===== config.mk =====
export PLATFORM = sky130hd
export DESIGN_NAME = rpld_mul
export DESIGN_NICKNAME = d
export VERILOG_FILES = /design/src/sv/rpld_pkg.sv /design/src/sv/rpld_mul.sv
export SDC_FILE = /design/constraint.sdc
export NUM_CORES = 2
export LEC_CHECK = 0
export BUFFER_PORTS_ARGS = -buffer_cell sky130_fd_sc_hd__buf_2
export CAP_MARGIN = 0
export CORE_MARGIN = 2
export CORE_UTILIZATION = 57
export DETAILED_ROUTE_END_ITERATION = 12
export HOLD_SLACK_MARGIN = 0.03
export MAX_ROUTING_LAYER = met4
export PLACE_DENSITY = 0.75
export SYNTH_ARGS = -nofsm -noshare
export SYNTH_HDL_FRONTEND = slang
export SYNTH_SLANG_ARGS = --single-unit

===== constraint.sdc =====
create_clock -name clk -period 30.1 [get_ports clk]
set_clock_uncertainty 0.1 [all_clocks]
set_input_delay 6.02 -clock clk [delete_from_list [all_inputs] [get_ports clk]]
set_output_delay 6.02 -clock clk [all_outputs]
set_load 0.02 [all_outputs]

===== src/sv/rpld_pkg.sv =====
// Package for the rational polynomial lens distortion core.
// Holds payload structs, state enum and fixed-point constants; no dependencies.
`timescale 1ns / 1ps
`default_nettype none
package rpld_pkg;

  localparam int CoefW = 40;
  localparam int CoordW = 24;
  localparam int ValW = 48;           // powers, monomials and terms: +-(2^47-1)
  localparam int AccW = 64;
  localparam logic [ValW-1:0] ValLim = {1'b0, {(ValW-1){1'b1}}};
  localparam logic [AccW-1:0] OneQ10 = 64'd1024;

  localparam logic [0:0] RegDegree = 1'b0;
  localparam logic [0:0] RegShift = 1'b1;

  localparam logic ModeEval = 1'b0;
  localparam logic ModeWrite = 1'b1;

  typedef struct packed {
    logic               mode;
    logic               bank;
    logic [5:0]         coef_pos;
    logic signed [39:0] coeff_value;
    logic signed [23:0] x_coord;
    logic signed [23:0] y_coord;
  } in_item_t;

  typedef struct packed {
    logic signed [23:0] out_x;
    logic signed [23:0] out_y;
    logic               zero_denominator;
    logic               overflow;
  } out_item_t;

  typedef enum logic [3:0] {
    ST_IDLE,
    ST_POW_X,
    ST_POW_Y,
    ST_MONO,
    ST_FETCH,
    ST_TERM,
    ST_ACC,
    ST_DIV_START,
    ST_DIV_RUN,
    ST_DIV_DONE,
    ST_OUT
  } state_t;

  // Request to the shared multiply unit.
  typedef struct packed {
    logic                   start;
    logic signed [AccW-1:0] a;
    logic signed [AccW-1:0] b;
    logic                   wide_shift;   // 1: shift by 24, 0: shift by 10
  } mul_req_t;

  typedef struct packed {
    logic                   done;
    logic signed [ValW-1:0] p;
    logic                   sat;
  } mul_rsp_t;

endpackage
`default_nettype wire


===== src/sv/rpld_mul.sv =====
// Shared multiply-round-saturate unit: round(a*b/2^sh), half away from zero,
// saturated to 48 bits. Uses rpld_pkg. One 24x24 partial product per cycle.
`timescale 1ns / 1ps
`default_nettype none
module rpld_mul
  import rpld_pkg::*;
(
  input  wire logic     clk,
  input  wire logic     rst,
  input  wire mul_req_t req,
  output mul_rsp_t      rsp
);
  // Operands magnitudes fit in 48 bits; split each into 24-bit halves so each
  // partial product is 24x24, one per cycle, accumulated into a 96-bit sum.
  logic [47:0] ma, mb;
  logic        neg, wsh;
  logic [1:0]  step;
  logic        busy, fin;
  logic [95:0] prod;
  logic [23:0] pa, pb;
  logic [47:0] pp;
  logic [95:0] rnd;
  logic [95:0] shv;

  always_comb begin
    pa = step[1] ? ma[47:24] : ma[23:0];
    pb = step[0] ? mb[47:24] : mb[23:0];
    pp = pa * pb;
  end

  always_ff @(posedge clk) begin
    if (rst) begin
      busy <= 1'b0;
      fin <= 1'b0;
    end else begin
      fin <= 1'b0;
      if (req.start) begin
        busy <= 1'b1;
        step <= 2'd0;
        prod <= '0;
        neg <= req.a[AccW-1] ^ req.b[AccW-1];
        ma <= req.a[AccW-1] ? 48'(-req.a) : req.a[47:0];
        mb <= req.b[AccW-1] ? 48'(-req.b) : req.b[47:0];
        wsh <= req.wide_shift;
      end else if (busy) begin
        prod <= prod + ({48'd0, pp} << (24 * (32'(step[1]) + 32'(step[0]))));
        step <= step + 2'd1;
        if (step == 2'd3) begin
          busy <= 1'b0;
          fin <= 1'b1;
        end
      end
    end
  end

  always_comb begin
    rnd = prod + (wsh ? 96'h800000 : 96'h200);
    shv = wsh ? (rnd >> 24) : (rnd >> 10);
    rsp.done = fin;
    rsp.sat = (shv > {48'd0, ValLim});
    rsp.p = rsp.sat ? (neg ? -ValLim : ValLim) : (neg ? -shv[47:0] : shv[47:0]);
  end
endmodule
`default_nettype wire


======== Yosys cells after proc, flatten, opt, wreduce, memory -nomap -nowiden ========
Cells that the tools add are included.
storage, ports and cells
  word-level logic and storage cells ...... 42
  flip-flop bits (word level) ............. 198
  output and inout bits ................... 50
operators by class
  reductions and logical operators ........ 4
  bitwise logic cells ..................... 3
  order comparisons ....................... 1
  multipliers ............................. 2
  add/sub/neg operators ................... 7
  mux-type cells .......................... 15
  shift operators ......................... 1
  equal/unequal tests ..................... 1
operators by type and width
  cell                                                                    number
  48-bit two-way mux                                                      5
  48-bit negator                                                          3
  96-bit by 24-bit adder with 96-bit output                               1
  96-bit adder                                                            1
  96-bit two-way mux                                                      1
  48-bit by 7-bit left shift with 96-bit output                           1
  86-bit by 47-bit > comparator with 1-bit output, second input constant  1
  86-bit two-way mux                                                      1
  24-bit two-way mux                                                      3
  24-bit by 24-bit multiplier with 48-bit output                          1
  2-bit by 2-bit multiplier with 4-bit output, first input constant       1
  1-bit two-way mux                                                       4
  2-bit AND reduction                                                     2
  3-bit OR reduction                                                      1
  1-bit by 1-bit adder with 2-bit output                                  1
  2-bit by 1-bit adder with 2-bit output, second input constant           1
  2-bit == test, second input constant                                    1
  2-bit two-way mux                                                       1
  1-bit NOT                                                               2
  2-bit nonzero test                                                      1
  1-bit XOR                                                               1

======== Depth between registers and ports, before layout ========
  word-level depth ........................ 6
  mapped depth ............................ 49

======== Least setup slack after synthesis ========
OpenSTA, ideal clock, no wires.
  path kind ............................... reg-to-output
  from .................................... register wsh
  to ...................................... output port rsp[42] in the netlist's numbering
  arrival time ............................ 5.862 ns
  required time ........................... 23.980 ns
  path slack .............................. 18.118 ns
  cell stages (with the launch flop) ...... 21
  path buffers ............................ 7
  cell sequence ........................... edfxtp_1 > clkbuf_1 > buf_2 > buf_1 > buf_1 > clkbuf_1 > clkbuf_1 > nor2b_1 > ha_1 > nand3_1 > nor2_1 > a21oi_2 > clkbuf_1 > nor3_1 > xor2_1 > o32a_1 > or2_1 > or4_4 > or3b_4 > or3_1 > a311oi_1
RTL lines
  what                      RTL line        text
  start: declaration        rpld_mul.sv:16  logic neg, wsh;
  start signal: assignment  rpld_mul.sv:44  wsh <= req.wide_shift;
  end: declaration          rpld_mul.sv:11  output mul_rsp_t rsp

======== Worst setup path after layout ========
  from .................................... register step[1]
  to ...................................... register prod[95] (data pin)
on the way
  word-level cells in the longest chain between the ends .. 5
RTL lines
  what                                                                                                           RTL line                        text
  start: declaration                                                                                             rpld_mul.sv:17                  logic [1:0] step;
  start signal: assignment                                                                                       rpld_mul.sv:47                  step <= step + 2'd1;
  24-bit two-way mux or 1-bit by 1-bit adder with 2-bit output (tied branches)                                   rpld_mul.sv:26, rpld_mul.sv:46
  24-bit by 24-bit multiplier with 48-bit output or 2-bit by 2-bit multiplier with 4-bit output (tied branches)  rpld_mul.sv:28, rpld_mul.sv:46
  48-bit by 7-bit left shift with 96-bit output *                                                                rpld_mul.sv:46                  prod <= prod + ({48'd0, pp} << (24 * (32'(step[1]) + 32'(step[0]))));
  96-bit adder *                                                                                                 rpld_mul.sv:46
  96-bit two-way mux *                                                                                           rpld_mul.sv:45                  end else if (busy) begin
  end signal: assignment                                                                                         rpld_mul.sv:46
  end: declaration                                                                                               rpld_mul.sv:19                  logic [95:0] prod;
Every way passes the cells marked *; elsewhere a longest branch is shown, timed or not. The select of a mux whose other input is x is not followed.
A chain may end at the register's enable or synchronous reset.

==> reports/metrics.yaml <==
syn_area_mm2: 0.0399
setup-tns-final_ps: 0
detailed_place_hpwl_um: 107000
grt_usage_pct: 38.1
async_reset_ff_share_pct: 0
max_clock_freq_mhz: 71.3
firstDrtPassIters: 6
slew_headroom_pct: 12.2
buffer_ports.inserted: 151
place_congestion: 1.05
cts_resized: 0
final_antenna_net_count: 0
startpoint_type: "flop"
slew_viol_final: 0
fin_crit_sh_pct: 46.6
cts.sinks: 198
overflow: 0
layout_setup_ws_ps: 16070
grt_pass1_wl_um: 203000
required_ps: 30240
core_area_mm2: 0.0697
cts_tree: "built"
max_slew.worst_pin.slew_ps: 1280
rows: 97
worstHoldPathType: "reg2reg"
wl_per_cell_um: 22.7
ys_seq_elements: 198
worstSkewPairLatency_ps: 520
cts_buffers: 17
worstReg2RegStart: "step[1]$_SDFFCE_PP0P_"
initialDrtViolationCount: 4760
io_pins: 182
postSynthAreaPerCell_um2: 8.18
crit_slowest_cell: "mux2i_2"
synth_edf_count: 196
period_needed_ps: 14030
die_h_um: 269
cap_violations: 0
grt_pass1_vias: 34300
cts_buffer_depth: 2
r2r_end: "prod[95]$_SDFFCE_PP0P_"
max_stage_delay_ps: 1050
synth_cells: 4885
start_util_pct: 57.3
path_class: "reg2reg"
die-area_mm2: 0.0722
finalHoldViolCount: 0
holdCritStartpoint: "busy$_SDFF_PP0_"
htreeDepth: 4
dpl_worst_slack_ps: 16290
setup-violations-final: 0
ys_types: 88
reg2reg_slack_ps: 16070
clock-root-buffer: "clkbuf_16"
drcViolationCount: 0
holdPathStages: 1
synth_flop_cell: "edfxtp_1"
rsz0062_at_grt: "false"
antenna_found_initial: 2
r2r_cells: 40
syn_to_final_growth_pct: 5.24
postCtsSetupRepairBufs: 0
worst_setup_path_end_kind: "flop"
layout-drive-gt1-share_pct: 7.42
syn_nets: 5778
status: "completed"
vias_per_cell: 6.29
yosysSeqAreaShare_pct: 14.8
whs_endpoint: "fin$_SDFF_PP0_"
routed_wirelength_um: 132000
arrival_ps: 14170
synth_warnings: 0
path_clk_slew_ps: 90
crit_fanout: 51
cp_common_cell: "fa_1"
cts-hold-fix-buffers: 0
grt_max_degree: 80
die_w_um: 269
hold_slack_ps: 402
nNetsFinal: 5759
vias: 36600
## through the flow
stage / area [um2] / cells / utilization (%)
floorplan: 39900 / 4885 / -
global placement: 41400 / 5787 / 59.4
CTS: 42000 / 5819 / 60.3
finish: 42000 / 5821 / 60.3
global route: 42000 / 5821 / 60.3
detailed placement: 41400 / 5787 / 59.4
## cell usage in the layout (no fill, tap or decap), types with 84 or more instances in the layout
master      n
inv_1     624
nand2_1   594
nor2_1    582
fa_1      483
ha_1      277
a21oi_1   275
xnor2_1   198
edfxtp_1  196
o21ai_0   181
buf_2     151
a21o_1     96
nand3_1    93
nor3_1     84
xor2_1     84
## logic make-up after synthesis
family / after synthesis / share of synthesized area, %
xor gates and xnor gates: 282 / 6.18
muxes: 135 / 3.55
buffers and inverters: 866 / 8.21
DFF: 198 / 14.8
AOI/OAI and AO/OA: 921 / 14.8
and+or+nand+nor: 1722 / 19.5
adders and majority gates: 761 / 32.9
## synth_stat cells (10+ instances only)
master	number	area share, %
nand2b_1	36	0.56
fa_1	483	24
o22ai_1	17	0.27
a211oi_1	26	0.49
edfxtp_1	196	15
and3_1	46	0.72
or4_1	22	0.41
o211ai_1	20	0.38
a31oi_1	38	0.60
o21ai_0	181	2.3
nand2_1	594	5.6
nor4_1	35	0.55
and2_1	33	0.52
mux2i_1	81	2.0
o22a_1	10	0.22
xor2_1	84	1.8
nor2_1	584	5.5
ha_1	278	8.7
a22oi_1	14	0.26
and4_1	16	0.35
or2_2	17	0.27
a21o_1	96	1.8
buf_1	18	0.17
xnor2_1	198	4.3
nor2b_1	17	0.27
a21boi_0	12	0.23
o41ai_1	12	0.26
nand4_1	78	1.2
a311oi_1	14	0.31
nor3_1	84	1.1
nand3_1	93	1.2
inv_1	624	5.9
o21bai_1	31	0.58
mux2_2	54	1.5
a21oi_1	275	3.4
or3_1	30	0.47
o21a_1	35	0.66
clkbuf_1	212	2.0
o31ai_1	46	0.86
## worst max-delay path, delay by kind of cell, from the launching register on
kind                     cells  cell delay (ps)
buffers and inverters        6              870
multiplexers                 1             1050
adder cells (fa/ha/maj)      9             4530
AO/OA/AOI/OAI               13             3430
XOR/XNOR                     2              380
flip-flops                   1              330
AND/OR/NAND/NOR              9             2950
## registers in the layout, indices dropped and copies added (netlist names)
name  flops
prod     96
ma       48
mb       48
step      2
busy      1
fin       1
neg       1
wsh       1
## per-layer routing
layer	vias to the layer above	part of all wire [%]	track usage (%)
li1	16400	-	-
met1	18000	42	54.5
met2	1991	43	54.2
met3	260	12	8.27
met4	0	3.0	11.4
met5	-	0	-
## how the worst max path moves through the flow
stage                                from                      to  slack (ps)  cells after the start
detailed placement  step[1]$_SDFFCE_PP0P_  prod[86]$_SDFFCE_PP0P_       16290                     41
global route        step[1]$_SDFFCE_PP0P_  prod[86]$_SDFFCE_PP0P_       15590                     41
global placement    step[1]$_SDFFCE_PP0P_  prod[86]$_SDFFCE_PP0P_       16320                     41
floorplan                   wsh$_DFFE_PP_                 rsp[42]       18120                     20
finish              step[1]$_SDFFCE_PP0P_  prod[95]$_SDFFCE_PP0P_       16070                     40
CTS                 step[1]$_SDFFCE_PP0P_  prod[95]$_SDFFCE_PP0P_       16260                     40
## cell type report
type                       instances  area [um2]
antenna                            2        5.00
clock buffer                      17         425
fill                            6317       27600
inverter                         626        2350
sequential                       198        5930
timing repair buffer             202        1140
tap                              940        1180
multi-input combinational       3821       30800
clock inverter                    15         185
Power is left out: the tool's default activity adds up to more than one toggle a clock period on the data nets, which glitch-free logic cannot reach.
