==> src/sv/rpld_pkg.sv <==
// Package for the rational polynomial lens distortion core.
// Holds payload structs, state enum and fixed-point constants; no dependencies.
`timescale 1ns / 1ps
`default_nettype none
package rpld_pkg;

  localparam int CoefW = 40;
  localparam int CoordW = 24;
  localparam int ValW = 48;           // powers, monomials and terms: +-(2^47-1)
  localparam int AccW = 64;
  localparam logic [ValW-1:0] ValLim = {1'b0, {(ValW-1){1'b1}}};
  localparam logic [AccW-1:0] OneQ10 = 64'd1024;

  localparam logic [0:0] RegDegree = 1'b0;
  localparam logic [0:0] RegShift = 1'b1;

  localparam logic ModeEval = 1'b0;
  localparam logic ModeWrite = 1'b1;

  typedef struct packed {
    logic               mode;
    logic               bank;
    logic [5:0]         coef_pos;
    logic signed [39:0] coeff_value;
    logic signed [23:0] x_coord;
    logic signed [23:0] y_coord;
  } in_item_t;

  typedef struct packed {
    logic signed [23:0] out_x;
    logic signed [23:0] out_y;
    logic               zero_denominator;
    logic               overflow;
  } out_item_t;

  typedef enum logic [3:0] {
    ST_IDLE,
    ST_POW_X,
    ST_POW_Y,
    ST_MONO,
    ST_FETCH,
    ST_TERM,
    ST_ACC,
    ST_DIV_START,
    ST_DIV_RUN,
    ST_DIV_DONE,
    ST_OUT
  } state_t;

  // Request to the shared multiply unit.
  typedef struct packed {
    logic                   start;
    logic signed [AccW-1:0] a;
    logic signed [AccW-1:0] b;
    logic                   wide_shift;   // 1: shift by 24, 0: shift by 10
  } mul_req_t;

  typedef struct packed {
    logic                   done;
    logic signed [ValW-1:0] p;
    logic                   sat;
  } mul_rsp_t;

endpackage
`default_nettype wire

==> src/sv/rpld_div.sv <==
// Restoring radix-2 divider: round(n*2^10/d), half away from zero, saturated
// to 24-bit signed. Uses rpld_pkg. One quotient bit per cycle over 76 bits.
`timescale 1ns / 1ps
`default_nettype none
module rpld_div
  import rpld_pkg::*;
(
  input  wire logic                   clk,
  input  wire logic                   rst,
  input  wire logic                   start,
  input  wire logic signed [AccW-1:0] num,
  input  wire logic signed [AccW-1:0] den,
  output logic                        done,
  output logic signed [CoordW-1:0]    quo,
  output logic                        zero,
  output logic                        sat
);
  localparam int NW = 76;
  logic [NW-1:0] dividend, q;
  logic [AccW:0]  rem, trial;
  logic [AccW-1:0] ud;
  logic [6:0] cnt;
  logic busy, neg, dz;
  logic [AccW-1:0] un;

  assign un = num[AccW-1] ? -num : num;
  assign trial = {rem[AccW-1:0], dividend[NW-1]};

  always_ff @(posedge clk) begin
    if (rst) begin
      busy <= 1'b0;
      done <= 1'b0;
    end else begin
      done <= 1'b0;
      if (start) begin
        dz <= (den == '0);
        neg <= num[AccW-1] ^ den[AccW-1];
        ud <= den[AccW-1] ? -den : den;
        // (un<<10) + ud/2 as the dividend
        dividend <= {2'b00, un, 10'd0} + {12'd0,
                    (den[AccW-1] ? (-den) >> 1 : den >> 1)};
        rem <= '0;
        q <= '0;
        cnt <= 7'(NW);
        busy <= (den != '0);
        done <= (den == '0);
      end else if (busy) begin
        dividend <= dividend << 1;
        if (trial >= {1'b0, ud}) begin
          rem <= trial - {1'b0, ud};
          q <= {q[NW-2:0], 1'b1};
        end else begin
          rem <= trial;
          q <= {q[NW-2:0], 1'b0};
        end
        cnt <= cnt - 7'd1;
        if (cnt == 7'd1) begin
          busy <= 1'b0;
          done <= 1'b1;
        end
      end
    end
  end

  always_comb begin
    zero = dz;
    sat = 1'b0;
    quo = '0;
    if (!dz) begin
      if (neg) begin
        if (q > NW'(8388608)) begin
          sat = 1'b1;
          quo = 24'sh800000;
        end else begin
          quo = 24'(-q);
        end
      end else if (q > NW'(8388607)) begin
        sat = 1'b1;
        quo = 24'sh7FFFFF;
      end else begin
        quo = q[23:0];
      end
    end
  end
endmodule
`default_nettype wire

==> config.mk <==
export PLATFORM = sky130hd
export DESIGN_NAME = rpld_div
export DESIGN_NICKNAME = d
export VERILOG_FILES = /design/src/sv/rpld_pkg.sv /design/src/sv/rpld_div.sv
export SDC_FILE = /design/constraint.sdc
export NUM_CORES = 1
export LEC_CHECK = 0
export BUFFER_PORTS_ARGS = -buffer_cell sky130_fd_sc_hd__buf_2
export CAP_MARGIN = 20
export CORE_MARGIN = 2
export CORE_UTILIZATION = 65
export CTS_CLUSTER_DIAMETER = 100
export CTS_CLUSTER_SIZE = 24
export DETAILED_ROUTE_END_ITERATION = 7
export PLACE_DENSITY = 0.85
export SLEW_MARGIN = 20
export SYNTH_ARGS = -nofsm -noshare
export SYNTH_HDL_FRONTEND = slang
export SYNTH_SLANG_ARGS = --single-unit
export TNS_END_PERCENT = 1
==> constraint.sdc <==
create_clock -name clk -period 34.5 [get_ports clk]
set_clock_uncertainty 0.05 [all_clocks]
set_input_delay 1.725 -clock clk [delete_from_list [all_inputs] [get_ports clk]]
set_output_delay 1.725 -clock clk [all_outputs]
set_load 0.05 [all_outputs]
# ---- Word-level counts from Yosys, hierarchy flattened
# Cells that the tools add are included.
# Widths: inputs -> output; s select.
dict set report op_classes {
  n_eq_ne 1
  magnitude_cmp 3
  muxes 24
  add_sub_neg 6
  bitwise_logic 2
  n_reduce_logical 5
}
# op count
set op_table {}
lappend op_table {{$mux 76} 3}
lappend op_table {{$mux 64} 3}
lappend op_table {{$neg 64->64} 2}
lappend op_table {{$mux 63} 2}
lappend op_table {{$mux 24} 4}
lappend op_table {{$gt 76x23->1 const B} 1}
lappend op_table {{$gt 76x24->1 const B} 1}
lappend op_table {{$add 74x63->75} 1}
lappend op_table {{$ge 65x64->1} 1}
lappend op_table {{$logic_not 64->1} 1}
lappend op_table {{$reduce_bool 64->1} 1}
lappend op_table {{$sub 64x64->64} 1}
lappend op_table {{$neg 24->24} 1}
lappend op_table {{$mux 1} 11}
lappend op_table {{$eq 7x1->1 const B} 1}
lappend op_table {{$mux 7} 1}
lappend op_table {{$sub 7x1->7 const B} 1}
lappend op_table {{$reduce_and 2->1} 2}
lappend op_table {{$reduce_bool 2->1} 1}
lappend op_table {{$not 1->1} 1}
lappend op_table {{$xor 1x1->1} 1}
dict set report totals {
  input_bits 131
  out_inout_bits 27
  register_bits 291
  elab_cells 51
}

# ---- Logic depth before layout (Yosys ltp)
# Gate-level depths: netlist (run 1).
dict set report depth {
  depth_word 4
  mapped_depth 24
  depth_no_buf 22
}

# ---- Least setup slack after synthesis (run 1)
# No wires, ideal clock.
dict set report synth_timing {
  kind {input port to flip-flop}
  startpoint {input port start}
  endpoint {register cnt[0], enable pin}
  path_buffers 3
  slack_ps 21724
  required_ps 33640
  arrival_ps 11917
  setup_ps 810
  stages 5
  path_cell_list {clkbuf_1 > buf_1 > clkbuf_1 > nor2_1 > nor2_1}
}
dict set report synth_between {
  elab_chain_cells 2
}
# item line
set synth_lines {}
lappend synth_lines {{from (decl)} rpld_div.sv:10} ;# input wire logic start,
lappend synth_lines {{$reduce_bool 2->1 (no line)} -}
lappend synth_lines {{$reduce_and 2->1 (no line)} -}
lappend synth_lines {{to (signal assigned)} rpld_div.sv:44} ;# cnt <= 7'(NW);
lappend synth_lines {{to (signal assigned)} rpld_div.sv:56} ;# cnt <= cnt - 7'd1;
lappend synth_lines {{to (decl)} rpld_div.sv:22} ;# logic [6:0] cnt;
# No other way between the ends.
# A chain may end at the register's enable or synchronous reset.

# ---- Worst setup path after layout (run 1)
dict set report layout_timing {
  startpoint {input port den[14]}
  endpoint {register dividend[70], data pin}
}
dict set report layout_between {
  elab_chain_cells 4
}
# item line
set layout_lines {}
lappend layout_lines {{from (decl)} rpld_div.sv:12} ;# input wire logic signed [AccW-1:0] den,
lappend layout_lines {{$neg 64->64} rpld_div.sv:41} ;# (den[AccW-1] ? (-den) >> 1 : den >> 1)};
lappend layout_lines {{$mux 63 (*)} rpld_div.sv:41}
lappend layout_lines {{$add 74x63->75 (*)} rpld_div.sv:40} ;# dividend <= {2'b00, un, 10'd0} + {12'd0,
lappend layout_lines {{$mux 76 (*)} rpld_div.sv:35} ;# if (start) begin
lappend layout_lines {{to (signal assigned)} rpld_div.sv:40}
lappend layout_lines {{to (signal assigned)} rpld_div.sv:48} ;# dividend <= dividend << 1;
lappend layout_lines {{to (decl)} rpld_div.sv:19} ;# logic [NW-1:0] dividend, q;
# Every way passes the cells marked *; elsewhere a longest branch is shown, timed or not.

==> results of run 1 <==
[where the power goes]
| part | switching [mW] | internal [mW] |
|---|---|---|
| Clock | 0.123 | 0.0961 |
| Combinational | 0.233 | 0.155 |
| Sequential | 0.0148 | 0.433 |
[cell families after synthesis]
logic type               count (synthesis)  share of synthesized area (%)
multiplexers                            47                           2.34
adder cells (fa/ha/maj)                124                           6.99
AND/OR/NAND/NOR                        831                           18.9
buffers and inverters                  224                           3.80
XOR/XNOR                               246                           9.84
AO/OA/AOI/OAI                          651                           19.2
flip-flops                             291                           38.9
[sequential cells by signal (all words and copies together) (netlist names)]
signal / cells
neg: 1
zero: 1
dividend: 76
cnt: 7
rem: 64
q: 76
done: 1
ud: 64
busy: 1
[area by class of cell]
class / count / area (µm²)
fillers: 2605 / 9690
multi-input cells: 1899 / 12900
inverters: 124 / 465
diodes: 1 / 2.50
clock inverters: 4 / 53.8
repair buffers: 170 / 893
clock buffers: 21 / 450
well taps: 448 / 561
flip-flops and latches: 291 / 8720
[critical path: stages]
cell and delay (ps):
buf_2 120, or4_1 570, and4b_1 580, nand4_1 290
or2_2 400, or3_1 400, nand2b_1 240, o31ai_1 320
xnor2_1 130, ha_1 440, nand2_1 100, o21ai_0 360
a21o_1 170, a21o_1 110, a21oi_1 70, o21bai_1 350
nand2b_1 160, a21o_1 120, nand3_1 110, and3_1 220
a211oi_1 220, o211ai_1 110
[routing by layer]
layer / global-route usage (%) / up-vias / part of all wire [%]
li1: - / 9050 / -
met1: 43.5 / 9122 / 44
met5: 0 / - / 0
met2: 51.7 / 772 / 46
met4: 9.96 / 0 / 3.0
met3: 4.57 / 128 / 7.3
[layout by cell type, fill, tap and decap left out, types with 43 or more instances in the layout]
master    count
edfxtp_1    289
nand2_1     226
a21oi_1     219
xnor2_1     198
nor2_1      189
buf_2       156
inv_1       122
ha_1        122
o21ai_0     113
nor2b_1      96
a21o_1       80
o31ai_1      45
xor2_1       43
[path summary, 6_finish.rpt]
check	from	slack, ps	to
min	dividend[55]$_DFFE_PP_	490	dividend[56]$_DFFE_PP_
max reg2reg	dividend[75]$_SDFFCE_PP0P_	29760	rem[56]$_SDFFCE_PP0P_
min reg2reg	dividend[55]$_DFFE_PP_	490	dividend[56]$_DFFE_PP_
max	den[14]	27410	dividend[70]$_DFFE_PP_
==> flow_summary_export.csv, run 1 <==
group,metric,value,unit
run_status,status,"completed",
detailed_routing,avgRoutedWirePerCell,19.4,µm
sta,rsz0062_at_grt,"no",
global_route,grt_use_total,31.5,%
logic_synthesis,yosys_most_used_dff,"edfxtp_1",
floorplanning,die_h,190,µm
place,pre_cts_ws,26950,ps
power_and_ir_drop,power,1.06,mW
logic_synthesis,synth_edf_count,289,
sta,slew_viol_final,0,
floorplanning,core_region_area,33700,µm²
detailed_routing,drc,0,
place,io_buffers,157,
clocking,root_buffer,"clkbuf_16",
hold_path,hold_class,"register to register",
floorplanning,start_util,66.5,%
clocking,cts_max_path_buffers,3,
detailed_routing,drt-pass1-iter-count,6,
global_route,grt_pass1_vias,18000,
logic_synthesis,postSynthNetCount,2669,
sta,fin_ws,27410,ps
sta,worst_pin_slew,991,ps
clocking,cts_resized,0,
sta,fmax,0.141,GHz
place,dp.cells,2932,
cells_and_area,areaGrowthSynthToFinish,7.23,%
clocking,clk_pin_slew,100,ps
logic_synthesis,async_reset_ff_share,0,%
setup_path,worstSetupEndpointType,"register",
global_route,grt_max_degree,86,
clocking,cts_setup_buffers,0,
clocking,cts.sinks,291,
cells_and_area,utilization,71.3,%
sta,final.min_clock_period,7090,ps
setup_path,reg2reg_depth,15,
sta,fin_crit_sh,20.6,%
sta,max_slew_margin,33.9,%
clocking,cts_buffers,17,
logic_synthesis,synth_most_common_cell,"edfxtp_1",
clocking,hold_buffers,0,
place,dp_hpwl,42800,µm
logic_synthesis,synth-warning-count,0,
place,gpl.final_weighted_congestion,0.948,
logic_synthesis,yosys.area.top_type,"edfxtp_1",
clocking,insertion_delay,540,ps
clocking,cts-htree-levels,1,
sta,whs,490,ps
global_route,antenna_found_initial,1,
cells_and_area,stdcell_count,2958,
logic_synthesis,synth.distinct_cells,91,
detailed_routing,drt-initial-drc-count,1945,
floorplanning,num_rows,67,
run,max_cap_viol_count,0,
setup_path,path_class,"input pin to register",
detailed_routing,dr_total_vias,19100,
global_route,grt-ovfl-total,0,
setup_path,crit_path_max_fanout,11,
logic_synthesis,yosys-top-cells-area,"edfxtp_1 39%, xnor2_1 7.7%, ha_1 6.8%",
power_and_ir_drop,power_leakage,9.35,nW
logic_synthesis,synth_commonest_cells,"289 x edfxtp_1, 226 x nand2_1, 219 x a21oi_1",
logic_synthesis,syn_inst,2414,
sta,finalSetupTns,0,ps
logic_synthesis,synthDominantCellAreaShare,38.8,%
sta,final_hold_viol_count,0,
floorplanning,pin_count,158,
floorplanning,dieArea,36000,µm²
place,post_dp_cell_area,23500,µm²
logic_synthesis,avgSynthCellArea,9.28,µm²
floorplanning,die_w,190,µm
cells_and_area,final_nets,2758,
logic_synthesis,ys_seq_area_share,38.9,%
logic_synthesis,netlist_area,22400,µm²
clocking,tritoncts,"done",
global_route,grt_pass1_wl,92000,µm
sta,setup_viol,0,
setup_path,worst_ep_required_time,34730,ps
setup_path,crit_arrival,7320,ps
cells_and_area,drive_above_1_share,11.9,%
logic_synthesis,ys_ff_latch,291,
detailed_routing,wl,57300,µm
setup_path,start_kind,"input pin",
cells_and_area,design_area,24000,µm²
hold_path,min_path_cells,2,
power_and_ir_drop,p_per_area,44.0,nW/µm²
detailed_routing,vias_per_cell,6.45,
power_and_ir_drop,ir_drop,47.8,µV
detailed_routing,antenna_left,0,
Note: power is estimated with default switching activity, not from simulation.
==> run 2: changes to the inputs <==
CORE_UTILIZATION = 56   (was 65)
PLACE_DENSITY = 0.78   (was 0.85)
clock period = 6.5 ns   (was 34.5 ns; I/O delays follow)
==> flow_summary_export.csv, run 2 (synthesis results as in run 1) <==
group,metric,value,unit
clocking,cts_resized,0,
hold_path,min_to,"ud[2]$_DFFE_PP_",
floorplanning,start_util,56.5,%
cells_and_area,reg_top3,"dividend (76), q (76)",
clocking,root_buffer,"clkbuf_16",
cells_and_area,final_nets,2763,
hold_path,min_from,"den[2]",
setup_path,start_kind,"input pin",
setup_path,worstSetupEndpointType,"register",
detailed_routing,vias_per_cell,6.15,
power_and_ir_drop,power_leakage,9.38,nW
setup_path,crit_arrival,6040,ps
global_route,grt_pass1_vias,18000,
global_route,grt-ovfl-total,0,
power_and_ir_drop,p_per_area,231,nW/µm²
floorplanning,dieArea,41600,µm²
cells_and_area,areaGrowthSynthToFinish,7.97,%
place,dp.cells,3011,
hold_path,hold_class,"input pin to register",
setup_path,reg2reg_slack,1840,ps
sta,final_hold_viol_count,0,
detailed_routing,wl,56600,µm
cells_and_area,stdcell_count,3042,
clocking,cts_max_path_buffers,3,
detailed_routing,dr_total_vias,18700,
sta,max_slew_margin,32.5,%
clocking,insertion_delay,540,ps
place,gpl.final_weighted_congestion,0.978,
global_route,antenna_found_initial,4,
sta,final.min_clock_period,5700,ps
sta,worst_pin_slew,1010,ps
detailed_routing,drt-initial-drc-count,1807,
floorplanning,die_w,204,µm
global_route,grt_use_total,27.1,%
detailed_routing,antenna_left,0,
detailed_routing,drt-pass1-iter-count,6,
cells_and_area,layout_commonest_cell,"edfxtp_1",
clocking,tritoncts,"done",
place,dp_hpwl,42700,µm
setup_path,worstReg2RegEnd,"rem[56]$_SDFFCE_PP0P_",
sta,slew_viol_final,0,
setup_path,path_class,"input pin to register",
setup_path,r2r-start,"dividend[75]$_SDFFCE_PP0P_",
cells_and_area,final_cell_mix,"289 x edfxtp_1, 226 x nand2_1, 219 x a21oi_1",
setup_path,crit_path_max_fanout,5,
sta,rsz0062_at_grt,"no",
cells_and_area,drive_above_1_share,12.1,%
detailed_routing,drc,0,
global_route,grt_max_degree,164,
clocking,cts_buffers,17,
clocking,clk_pin_slew,90,ps
power_and_ir_drop,ir_drop,257,µV
setup_path,reg2reg_depth,15,
clocking,cts.sinks,291,
sta,fmax,0.175,GHz
floorplanning,pin_count,158,
hold_path,min_path_cells,2,
global_route,grt_pass1_wl,92000,µm
place,io_buffers,157,
sta,finalSetupTns,0,ps
sta,fin_crit_sh,87.7,%
setup_path,worst_ep_required_time,6830,ps
run_status,status,"completed",
floorplanning,core_region_area,39600,µm²
clocking,cts-htree-levels,1,
sta,setup_viol,0,
run,max_cap_viol_count,0,
detailed_routing,avgRoutedWirePerCell,18.6,µm
floorplanning,die_h,204,µm
floorplanning,num_rows,73,
run 2: final cells by class:
| type | instances | area [µm²] |
|---|---|---|
| clock inverter | 7 | 91.3 |
| clock buffer | 18 | 429 |
| antenna | 3 | 7.51 |
| multi-input combinational | 1899 | 12900 |
| tap | 525 | 657 |
| timing repair buffer | 175 | 952 |
| sequential | 291 | 8720 |
| inverter | 124 | 465 |
| fill | 3377 | 15500 |
run 2: power by group:
group	switching [mW]	leakage (nW)	internal (mW)
Clock	0.643	0.248	0.534
Combinational	1.22	6.34	0.824
Sequential	0.0791	2.79	2.30
run 2: worst max-delay path by stage:
stage                  startpoint                     end  slack, ps  cells past startpoint
2_1_floorplan             den[24]  dividend[70]$_DFFE_PP_       1230                     22
3_3_place_gp              den[24]  dividend[70]$_DFFE_PP_        650                     22
3_5_place_dp              den[14]  dividend[70]$_DFFE_PP_        440                     23
4_1_cts        q[0]$_SDFFCE_PP0P_                  quo[6]        890                     15
5_1_grt        q[1]$_SDFFCE_PP0P_                 quo[19]        300                     15
6_report                   den[0]  dividend[73]$_DFFE_PP_        800                     23
run 2: metrics by stage:
stage               worst slack [ps]  hold WS (ps)  total power [mW]  utilization [%]  cell area, µm²
floorplan                       1230           344              3.93                -           22400
global placement                 646           457              4.37             59.6           23600
detailed placement               445           472              4.42             59.6           23600
CTS                              893           108              5.60             60.9           24200
global route                     297           108              5.93             61.0           24200
finish                           798           132              5.60             61.0           24200
run 2: worst max-delay path: stages:
cell	delay, ps
dlygate4sd3_1	530
buf_2	140
inv_1	60
ha_1	220
nand3_1	130
or3_1	400
and2_1	190
xnor2_1	330
inv_1	110
ha_1	290
a21oi_1	70
nand4b_1	230
a2111oi_0	450
buf_4	200
o311ai_0	120
a32oi_1	380
o211ai_2	190
o211ai_2	270
a211oi_2	140
o31ai_2	500
a221oi_2	200
nor4_1	330
o22a_1	210
run 2: metal layers:
layer / part of all wire [%] / track usage (%)
met3: 6.1 / 3.87
met2: 46 / 44.4
met1: 45 / 37.4
met5: 0.019 / 0
met4: 3.1 / 8.20
run 2: what timing repair did:
item,4_1_cts,5_1_grt
endpoints found under the hold margin,3,0
hold buffers,2,0
setup buffers,0,0
==> run 3: changes to the inputs <==
--- a/config.mk
+++ b/config.mk
@@ -15,3 +15,2 @@
 export PLACE_DENSITY = 0.78
-export SLEW_MARGIN = 20
 export SYNTH_ARGS = -nofsm -noshare
--- a/constraint.sdc
+++ b/constraint.sdc
@@ -4,2 +4,2 @@
 set_output_delay 0.325 -clock clk [all_outputs]
-set_load 0.05 [all_outputs]
+set_load 0.01 [all_outputs]
==> flow_summary_export.csv, run 3 (synthesis results as in run 1) <==
group,metric,value,unit
sta,setup_viol,0,
clocking,cts_setup_buffers,0,
global_route,grt-ovfl-total,0,
detailed_routing,drt-pass1-iter-count,6,
setup_path,worstSetupEndpointType,"register",
cells_and_area,layout_commonest_cell,"edfxtp_1",
floorplanning,die_w,204,µm
detailed_routing,drt-initial-drc-count,1617,
clocking,cts_buffers,18,
power_and_ir_drop,power_leakage,9.41,nW
cells_and_area,final_nets,2764,
sta,slew_viol_final,0,
place,gpl.final_weighted_congestion,0.978,
sta,fmax,0.176,GHz
detailed_routing,wl,56500,µm
setup_path,crit_arrival,5930,ps
cells_and_area,final_cell_mix,"289 x edfxtp_1, 226 x nand2_1, 219 x a21oi_1",
global_route,grt_pass1_wl,91300,µm
clocking,clk_pin_slew,90,ps
setup_path,worst_ep_required_time,6730,ps
sta,rsz0062_at_grt,"no",
place,dp_hpwl,42700,µm
setup_path,crit_path_max_fanout,7,
sta,whs,99.5,ps
cells_and_area,stdcell_count,3046,
clocking,insertion_delay,550,ps
floorplanning,dieArea,41600,µm²
clocking,cts.sinks,291,
setup_path,path_class,"input pin to register",
setup_path,path_cells,"dlygate4sd3_1, buf_2, inv_1, ha_1, and3_1, nand4_4, or4_1, nand2b_1, or2_2, o31ai_1, xnor2_1, ha_1, nand2_1, o21ai_0, a21o_1, a21o_1, a21oi_1, o21bai_1, nand2b_1, a21o_1, nand3_1, and3_1, a211oi_1, o211ai_1",
floorplanning,num_rows,73,
clocking,cts_max_path_buffers,3,
setup_path,start_kind,"input pin",
global_route,grt_max_degree,164,
place,io_buffers,157,
floorplanning,pin_count,158,
power_and_ir_drop,ir_drop,277,µV
global_route,grt_use_total,27.0,%
hold_path,hold_class,"input pin to register",
floorplanning,core_region_area,39600,µm²
floorplanning,start_util,56.5,%
global_route,antenna_found_initial,6,
clocking,tritoncts,"done",
setup_path,worst_path_max_delay_cell,"or4_1",
cells_and_area,reg_top3,"dividend (76), q (76)",
sta,max_slew_margin,36.5,%
sta,finalSetupTns,0,ps
sta,final.min_clock_period,5700,ps
clocking,root_buffer,"clkbuf_16",
setup_path,critical-path-max-stage-delay,580,ps
detailed_routing,avgRoutedWirePerCell,18.6,µm
detailed_routing,drc,0,
detailed_routing,vias_per_cell,6.17,
place,dp.cells,3012,
clocking,cts-htree-levels,1,
floorplanning,die_h,204,µm
run_status,status,"completed",
global_route,grt_pass1_vias,17700,
run,max_cap_viol_count,0,
sta,worst_pin_slew,952,ps
detailed_routing,dr_total_vias,18800,
power_and_ir_drop,power,5.69,mW
cells_and_area,areaGrowthSynthToFinish,8.34,%
power_and_ir_drop,p_per_area,234,nW/µm²
sta,fin_crit_sh,87.6,%
cells_and_area,drive_above_1_share,12.1,%
sta,final_hold_viol_count,0,
setup_path,cpMostUsedCell,"a21o_1",
detailed_routing,antenna_left,0,
run 3: worst paths after layout:
kind                                    from  cells after the start  slack [ps]                      to
setup / recovery                      den[0]                     24         800  dividend[70]$_DFFE_PP_
hold / removal                        den[3]                      2         100         ud[3]$_DFFE_PP_
setup reg to reg  dividend[75]$_SDFFCE_PP0P_                     15        1960   rem[56]$_SDFFCE_PP0P_
hold reg to reg       dividend[68]$_DFFE_PP_                      2         490  dividend[69]$_DFFE_PP_
run 3: repair_timing:
| item | CTS | global route |
|---|---|---|
| gates resized for setup | 0 | 0 |
| hold buffers | 2 | 0 |
| hold endpoints to repair | 3 | 0 |
run 3: critical path: cells and delay by family:
kind	cells	cell delay (ps)
and+or+nand+nor	9	2330
xor gates and xnor gates	1	150
adders and majority gates	2	630
AOI/OAI and AO/OA	9	1760
buffers and inverters	3	720
run 3: stage by stage:
step	area, µm²	setup WS (ps)	util, %
5_1_grt	24300	477	61.2
3_5_place_dp	23600	453	59.6
3_3_place_gp	23600	646	59.6
6_report	24300	805	61.2
4_1_cts	24300	959	61.2
2_1_floorplan	22400	1230	-
run 3: per-layer routing:
metal,GRT usage (%),vias up,share of wire [%]
li1,-,9061,-
met1,37.3,8954,44
met2,43.4,638,46
met3,4.13,138,6.4
met4,9.45,2,3.6
met5,0,-,0.019
run 3: power breakdown:
| part | leakage, nW | internal (mW) | switching, mW |
|---|---|---|---|
| clock | 0.289 | 0.611 | 0.678 |
| sequential | 2.79 | 2.30 | 0.0773 |
| combinational | 6.33 | 0.823 | 1.20 |
run 3: area by class of cell:
cell class | instances | area (µm²)
clock buffers | 19 | 454
clock inverters | 9 | 154
fillers | 3421 | 15400
diodes | 4 | 10.0
flip-flops and latches | 291 | 8720
repair buffers | 175 | 945
well taps | 525 | 657
multi-input cells | 1899 | 12900
inverters | 124 | 465
